===== config.mk =====
export PLATFORM = sky130hd
export DESIGN_NAME = ccsmv_accum_flat
export DESIGN_NICKNAME = d
export VERILOG_FILES = /design/src/rtl/ccsmv_pkg.sv /design/src/rtl/ccsmv_if.sv /design/src/rtl/ccsmv_accum.sv /design/src/flat_wrapper.sv
export SDC_FILE = /design/constraint.sdc
export NUM_CORES = 1
export LEC_CHECK = 0
export BUFFER_PORTS_ARGS = -buffer_cell sky130_fd_sc_hd__buf_2
export CORE_MARGIN = 4
export CORE_UTILIZATION = 60
export CTS_CLUSTER_DIAMETER = 60
export CTS_CLUSTER_SIZE = 20
export DETAILED_ROUTE_END_ITERATION = 10
export PLACE_DENSITY_LB_ADDON = 0.2
export SYNTH_ARGS = -nofsm -noshare
export SYNTH_HDL_FRONTEND = slang
export SYNTH_SLANG_ARGS = --single-unit

===== constraint.sdc =====
create_clock -name i_clk -period 13.1 [get_ports i_clk]
set_clock_uncertainty 0.2 [all_clocks]
set_input_delay 1.31 -clock i_clk [delete_from_list [all_inputs] [get_ports i_clk]]
set_output_delay 1.31 -clock i_clk [all_outputs]
set_load 0.03 [all_outputs]

===== src/rtl/ccsmv_pkg.sv =====
// shared types, widths and command codes for the complex csr matrix-vector block
`default_nettype none

package ccsmv_pkg;

    localparam int VSIZE       = 1024;
    localparam int ROW_W       = (VSIZE > 2) ? $clog2(VSIZE) : 1;
    localparam int IDX_W       = 10;
    localparam int STORE_DEPTH = 1 << IDX_W;
    localparam int VAL_W       = 32;
    localparam int PROD_W      = 2 * VAL_W;
    localparam int ACC_W       = 64;
    localparam int FRAC_BITS   = 24;
    localparam int SUM_W       = PROD_W + 2;
    localparam int TERM_W      = SUM_W - FRAC_BITS;

    localparam logic [1:0] CMD_LOAD  = 2'd0;
    localparam logic [1:0] CMD_MAC   = 2'd1;
    localparam logic [1:0] CMD_CLOSE = 2'd2;

    typedef struct packed {
        logic signed [VAL_W-1:0] re;
        logic signed [VAL_W-1:0] im;
    } t_cplx;

    typedef struct packed {
        logic close;
        logic row_end;
    } t_tag;

endpackage

`default_nettype wire


===== src/rtl/ccsmv_if.sv =====
// input and output channel interfaces
`default_nettype none


interface ccsmv_out_if import ccsmv_pkg::*; ();
    logic                    valid;
    logic                    ready;
    logic [IDX_W-1:0]        row_number;
    logic signed [VAL_W-1:0] sum_real;
    logic signed [VAL_W-1:0] sum_imag;
    logic                    final_row;

    modport source (output valid, row_number, sum_real, sum_imag, final_row, input ready);
    modport sink (input valid, row_number, sum_real, sum_imag, final_row, output ready);
endinterface

`default_nettype wire


===== src/rtl/ccsmv_accum.sv =====
// row accumulator, row counter and output register
`default_nettype none

module ccsmv_accum import ccsmv_pkg::*; (
    input  wire logic                i_clk,
    input  wire logic                i_rst_n,
    input  wire logic                i_valid,
    input  wire t_tag                i_tag,
    input  wire logic signed [TERM_W-1:0] i_term_re,
    input  wire logic signed [TERM_W-1:0] i_term_im,
    output logic                     o_ready,
    ccsmv_out_if.source              o_out
);

    logic signed [ACC_W-1:0] r_acc_re;
    logic signed [ACC_W-1:0] r_acc_im;
    logic [ROW_W-1:0]        r_row;
    logic                    r_o_valid;
    logic [IDX_W-1:0]        r_o_row;
    logic signed [VAL_W-1:0] r_o_re;
    logic signed [VAL_W-1:0] r_o_im;
    logic                    r_o_final;

    logic                    w_emit;
    logic                    w_out_free;
    logic                    w_fire;
    logic signed [ACC_W-1:0] n_acc_re;
    logic signed [ACC_W-1:0] n_acc_im;
    logic [ROW_W+IDX_W-1:0]  w_row_ext;

    function automatic logic signed [ACC_W-1:0] sat_add(
        input logic signed [ACC_W-1:0]  a,
        input logic signed [TERM_W-1:0] b
    );
        logic signed [ACC_W:0] s;
        s = (ACC_W+1)'(a) + (ACC_W+1)'(b);
        if (s[ACC_W] != s[ACC_W-1]) begin
            sat_add = s[ACC_W] ? {1'b1, {(ACC_W-1){1'b0}}} : {1'b0, {(ACC_W-1){1'b1}}};
        end else begin
            sat_add = s[ACC_W-1:0];
        end
    endfunction

    function automatic logic signed [VAL_W-1:0] sat_narrow(
        input logic signed [ACC_W-1:0] a
    );
        if (a[ACC_W-1:VAL_W-1] != {(ACC_W-VAL_W+1){a[ACC_W-1]}}) begin
            sat_narrow = a[ACC_W-1] ? {1'b1, {(VAL_W-1){1'b0}}} : {1'b0, {(VAL_W-1){1'b1}}};
        end else begin
            sat_narrow = a[VAL_W-1:0];
        end
    endfunction

    assign w_emit     = i_tag.close || i_tag.row_end;
    assign w_out_free = !r_o_valid || o_out.ready;
    assign o_ready    = !w_emit || w_out_free;
    assign w_fire     = i_valid && o_ready;
    assign n_acc_re   = sat_add(r_acc_re, i_term_re);
    assign n_acc_im   = sat_add(r_acc_im, i_term_im);
    assign w_row_ext  = {{IDX_W{1'b0}}, r_row};

    always_ff @(posedge i_clk) begin
        if (!i_rst_n) begin
            r_acc_re  <= '0;
            r_acc_im  <= '0;
            r_row     <= '0;
            r_o_valid <= 1'b0;
        end else begin
            if (w_fire && w_emit) begin
                r_o_valid <= 1'b1;
            end else if (o_out.ready) begin
                r_o_valid <= 1'b0;
            end
            if (w_fire) begin
                if (w_emit) begin
                    r_acc_re  <= '0;
                    r_acc_im  <= '0;
                    if (r_row == ROW_W'(VSIZE - 1)) begin
                        r_row <= '0;
                    end else begin
                        r_row <= r_row + ROW_W'(1);
                    end
                end else begin
                    r_acc_re <= n_acc_re;
                    r_acc_im <= n_acc_im;
                end
            end
        end
    end

    always_ff @(posedge i_clk) begin
        if (w_fire && w_emit) begin
            r_o_row   <= w_row_ext[IDX_W-1:0];
            r_o_final <= (r_row == ROW_W'(VSIZE - 1));
            if (i_tag.close) begin
                r_o_re <= '0;
                r_o_im <= '0;
            end else begin
                r_o_re <= sat_narrow(n_acc_re);
                r_o_im <= sat_narrow(n_acc_im);
            end
        end
    end

    assign o_out.valid      = r_o_valid;
    assign o_out.row_number = r_o_row;
    assign o_out.sum_real   = r_o_re;
    assign o_out.sum_imag   = r_o_im;
    assign o_out.final_row  = r_o_final;

endmodule

`default_nettype wire


===== src/flat_wrapper.sv =====
// flat-port wrapper written by rule: the top's interface ports become plain ports
module ccsmv_accum_flat import ccsmv_pkg::*;
  (i_clk, i_rst_n, i_valid, i_tag, i_term_re, i_term_im, o_ready, o_out_valid, o_out_row_number, o_out_sum_real, o_out_sum_imag, o_out_final_row, o_out_ready);
  ccsmv_out_if o_out_i ();
  input  wire logic i_clk;
  input  wire logic i_rst_n;
  input  wire logic i_valid;
  input  wire t_tag i_tag;
  input  wire logic signed [TERM_W-1:0] i_term_re;
  input  wire logic signed [TERM_W-1:0] i_term_im;
  output logic o_ready;
  output wire logic [$bits(o_out_i.valid)-1:0] o_out_valid;
  output wire logic [$bits(o_out_i.row_number)-1:0] o_out_row_number;
  output wire logic [$bits(o_out_i.sum_real)-1:0] o_out_sum_real;
  output wire logic [$bits(o_out_i.sum_imag)-1:0] o_out_sum_imag;
  output wire logic [$bits(o_out_i.final_row)-1:0] o_out_final_row;
  input wire logic [$bits(o_out_i.ready)-1:0] o_out_ready;
  assign o_out_valid = o_out_i.valid;
  assign o_out_row_number = o_out_i.row_number;
  assign o_out_sum_real = o_out_i.sum_real;
  assign o_out_sum_imag = o_out_i.sum_imag;
  assign o_out_final_row = o_out_i.final_row;
  assign o_out_i.ready = o_out_ready;
  ccsmv_accum u_core (.i_clk(i_clk), .i_rst_n(i_rst_n), .i_valid(i_valid), .i_tag(i_tag), .i_term_re(i_term_re), .i_term_im(i_term_im), .o_ready(o_ready), .o_out(o_out_i));
endmodule

Yosys cells after proc, flatten, opt, wreduce, memory -nomap -nowiden --
Cells that the tools add are included.
Storage, ports and cells: input port bits 90, bits in registers 214, output and inout bits 77, logic and storage cells 38
Operators by class: add/subtract/negate cells 3, multiplexer cells 13, equal/unequal tests 5, reductions and logical operators 9
Operator list (count):
- $mux W64 | 6
- $add A64 B42 Y65 | 2
- $mux W32 | 4
- $ne A32 B32 Y1 | 2
- $add A10 B1 Y10 const B | 1
- $eq A10 B10 Y1 const B | 1
- $mux W10 | 1
- $logic_or A1 B1 Y1 | 3
- $logic_and A1 B1 Y1 | 2
- $logic_not A1 Y1 | 2
- $mux W1 | 2
- $ne A1 B1 Y1 | 2
- $reduce_and A2 Y1 | 1
- $reduce_bool A2 Y1 | 1

Logic depth before layout (Yosys ltp) --
depth after elaboration 6, gate-level depth with buffers 19, depth with buffers taken out 16

Worst setup path after synthesis --
Ideal clock, no wire load.
path kind input to register, from in i_term_re[0], to reg u_core.r_o_re[11], in the netlist u_core.o_out.sum_real[11] (data pin), buffers on the path 2, data required time 12.639 ns, stages on the path 18, arrival 5.039 ns, library setup time 0.261 ns, path slack 7.600 ns, path through ha_1 inv_1 fa_1 nor2b_1 o21bai_1 a21boi_1 o21ai_1 a2111oi_1 nor4_1 a2111oi_1 nand3b_1 or4_1 nor4_1 or2_1 a211o_2 buf_6 buf_12 o21ai_2
Between the ends: longest elaborated chain between the ends 5, elaborated cells between the ends (all ways) 7, those cells by class 1 x add/sub; 2 x eq/ne; 4 x mux
RTL lines:
- from (decl) | line flat_wrapper.sv:9 | input wire logic signed [TERM_W-1:0] i_term_re;
- $add A64 B42 Y65 * | line ccsmv_accum.sv:36 | s = (ACC_W+1)'(a) + (ACC_W+1)'(b);
- $mux W64 or $ne A1 B1 Y1 (tied branches) | line ccsmv_accum.sv:38, ccsmv_accum.sv:37
- $mux W64 * | line ccsmv_accum.sv:37 | if (s[ACC_W] != s[ACC_W-1]) begin
- $ne A32 B32 Y1 or $mux W32 (tied branches) | line ccsmv_accum.sv:47, ccsmv_accum.sv:48
- $mux W32 * | line ccsmv_accum.sv:47 | if (a[ACC_W-1:VAL_W-1] != {(ACC_W-VAL_W+1){a[ACC_W-1]}}) begin
- to (signal assigned) | line ccsmv_accum.sv:99 | r_o_re <= sat_narrow(n_acc_re);
- to (decl) | line ccsmv_accum.sv:20 | logic signed [VAL_W-1:0] r_o_re;
Mark *: on every way between the ends. The rest lies on a longest branch, timed or not. A chain may end at the register's enable or synchronous reset.

Final worst setup path --
from in i_term_re[0], to reg u_core.r_o_re[0], in the netlist u_core.o_out.sum_real[0] (data pin)
Same word-level chain as after synthesis.

==> out/qor.yml <==
outcome:
  status: "finished, final reports clean"
logic_synthesis:
  yosys-top-cells-area: "dfxtp_1, edfxtp_1, ha_1"
  synth_flop_cell: "dfxtp_1"
  synth_cells: 2389
  yosysTopAreaCell: "dfxtp_1"
  yosysWarnings: 0
  synth_cell_types: 96
  synth_edf_count: 75
  yosysTopAreaCellShare: 0.151
  syn_nets: 2610
  avgSynthCellArea_um2: 7.73
  ys_seq_area_frac: 0.273
  syn_area_um2: 18500
  ys_async_sr_fraction: 0
  ys_ff_latch: 214
detailed_routing:
  wl_per_cell_um: 22.6
  detail_route.vias_per_cell: 6.85
  vias: 19600
  ant_nets: 0
  drt_pass1_iterations: 6
  wirelength_um: 64600
  first_iter_violations: 2208
  drc: 0
pwr:
  p_total_w: 0.00198
  p_per_area_nw_per_um2: 98.2
  irDropWorstVdd_mv: 0.116
  power.leakage_nw: 8.14
setup_path:
  critPathKind: "in -> reg"
  crit_required_ps: 13290
  arrival_ps: 7140
  crit_path_end_kind: "register"
  critPathBufInv: 2
  crit_path_start_kind: "primary input"
  slowest_stage: "a2111oi_1"
  crit_fanout: 25
  crit_chain: "buf_2 -> ha_1 -> inv_1 -> fa_1 -> nor2b_1 -> o21bai_1 -> a21boi_1 -> o21ai_1 -> a2111oi_1 -> nor4_1 -> a2111oi_1 -> nand3b_1 -> or4_1 -> nor4_1 -> o221ai_4 -> a21boi_1 -> a21oi_1"
  max_stage_delay_ps: 880
  crit_family: "compound AO/OA/AOI/OAI gates"
clock_tree:
  cts_htree_levels: 1
  cts_hold_buf: 0
  post_cts_resized: 0
  post-cts-setup-buffer-count: 0
  clock-root-buffer: "clkbuf_16"
  cts_buffers: 22
  cts_buffer_depth: 3
  clock_latency_ps: 550
  clk_pin_slew_ps: 70
  cts_sinks: 214
  cts_tree: "done"
run:
  drv_cap: 0
floorplanning:
  dieHeight_um: 183
  pin_count: 167
  core_um2: 30000
  die_x_um: 183
  rows: 63
  initial_core_util: 0.615
  die_area_um2: 33700
timing:
  slew_headroom: 0.243
  rsz0062_at_grt: "false"
  slew_viol_final: 0
  hold_viol_final: 0
  fin_crit_sh: 0.531
  tns_ps: 0
  setup_viol: 0
  tightest_slew_ps: 1110
  max_freq_mhz: 144
  period_minus_slack_ps: 6950
  fin_ws_ps: 6150
finish:
  final_nets: 2671
  layout.cells.non_filler: 2856
  diodes: 0
  area_delta_synth_final_pct: 9.17
  drive_above_1_share: 0.117
  num-fill-cells: 2629
place:
  place.gp.congestion: 1.06
  dp_worst_setup_slack_ps: 5920
  port_buffers: 166
  dp_hpwl_um: 49700
  dp.cells: 2816
global_route:
  grt_pass1_wl_um: 100000
  grt_usage: 0.366
  first_global_vias: 18700
  antenna_found_initial: 0
  grt_max_degree: 83
  overflow: 0
min_path:
  holdCritPathClass: "reg -> reg"
==> cells by family (layout without fill, tap and decap cells) <==
kind of cell               after synthesis  count (layout)  synth area share
xor gates and xnor gates               109             109            0.0517
and+or+nand+nor                        822             822             0.226
buffers and inverters                  186             263            0.0417
muxes                                    5               5           0.00271
AOI/OAI and AO/OA                      920             920             0.315
adders and majority gates              133             133            0.0906
DFF                                    214             214             0.273
==> per-stage QoR <==
| stage | utilization | hold WS, ps | instance area (um^2) |
|---|---|---|---|
| floorplan | - | 239 | 18500 |
| global placement | 0.645 | 253 | 19400 |
| global route | 0.671 | 309 | 20200 |
| finish | 0.671 | 294 | 20200 |
| detailed placement | 0.645 | 273 | 19400 |
| CTS | 0.671 | 296 | 20200 |
==> layer usage <==
metal,vias to the layer above,GRT usage,share of wire
met4,0,0.187,0.061
met5,-,0,0
met3,274,0.0516,0.080
met2,1107,0.621,0.47
li1,9043,-,-
met1,9140,0.454,0.39
==> worst paths after layout <==
kind	start	endpoint	slack, ps	cells after the start
setup / recovery	i_term_re[0]	u_core.o_out.sum_real[0]$_SDFFCE_PP0P_	6150	17
hold / removal	u_core.r_acc_re[62]$_SDFFE_PN0P_	u_core.r_acc_re[62]$_SDFFE_PN0P_	290	2
setup reg to reg	u_core.r_acc_re[0]$_SDFFE_PN0P_	u_core.o_out.sum_real[0]$_SDFFCE_PP0P_	6620	16
hold reg to reg	u_core.r_acc_re[62]$_SDFFE_PN0P_	u_core.r_acc_re[62]$_SDFFE_PN0P_	290	2
==> state kept, by name, indices dropped and copies added (netlist names) <==
signal and count:
u_core.r_acc_im 64, u_core.o_out.row_number 10, u_core.r_acc_re 64, u_core.o_out.valid 1
u_core.o_out.sum_real 32, u_core.o_out.final_row 1, u_core.o_out.sum_imag 32, u_core.r_row 10
==> tightest hold or removal path: stages, from the launching register on <==
cell and delay [ps]:
dfxtp_1 320, nand2_1 60, a21boi_0 70
==> layout make-up <==
type / count / area [um^2] / share of cell area
Multi-Input combinational cell: 1989 / 12700 / 0.631
Sequential cell: 214 / 5030 / 0.250
Timing Repair Buffer: 185 / 976 / 0.0484
Clock buffer: 24 / 579 / 0.0287
Tap cell: 390 / 488 / 0.0242
Clock inverter: 16 / 228 / 0.0113
Inverter: 38 / 144 / 0.00714
==> synthesized netlist by cell type, types with 53 or more instances <==
cell type and number:
a22oi_1 53, nor2b_1 106, a21o_1 80, nor2_1 162, nand4_1 77, xnor2_1 60
clkbuf_1 117, a21oi_1 276, ha_1 129, edfxtp_1 75, nand2_1 232, o21ai_0 216
dfxtp_1 139
==> power by group <==
part | internal [W] | switching [W] | leakage (nW)
Clock | 0.000364 | 0.000325 | 0.386
Sequential | 0.000723 | 0.0000149 | 1.86
Combinational | 0.000177 | 0.000376 | 5.89
Total | 0.00126 | 0.000716 | 8.14
==> placed cells by master (no fill, tap or decap), types with 7 or more instances in the layout <==
cell type  synthesis  routed
a21o_1            80      80
ha_1             129     129
a21oi_1          276     274
nor3_1            47      46
edfxtp_1          75      75
a221oi_1          33      33
and4_1             9       9
nand2_1          232     231
and3_1            15      15
and2_1            47      46
a211oi_1          23      23
nor4_1            16      16
o21bai_1          23      23
o211ai_1          18      18
o21ai_0          216     216
clkbuf_16          0      23
a31oi_1           11      11
nor2b_1          106     106
xor2_1            49      49
a21boi_0          11      11
buf_2             22     165
xnor2_1           60      60
o21a_1            27      27
or3_1             16      16
clkinv_8           0       7
nand2b_1          13      13
a211o_1            8       8
nand3_1           33      33
a22oi_1           53      53
buf_4              1      20
nor2_1           162     160
o21ai_1           31      31
or2_2             12      12
nand4_1           77      77
o31ai_1           16      16
inv_1             37      37
o21ai_2           20      20
dfxtp_1          139     139
(Power assumes the default switching activity.)
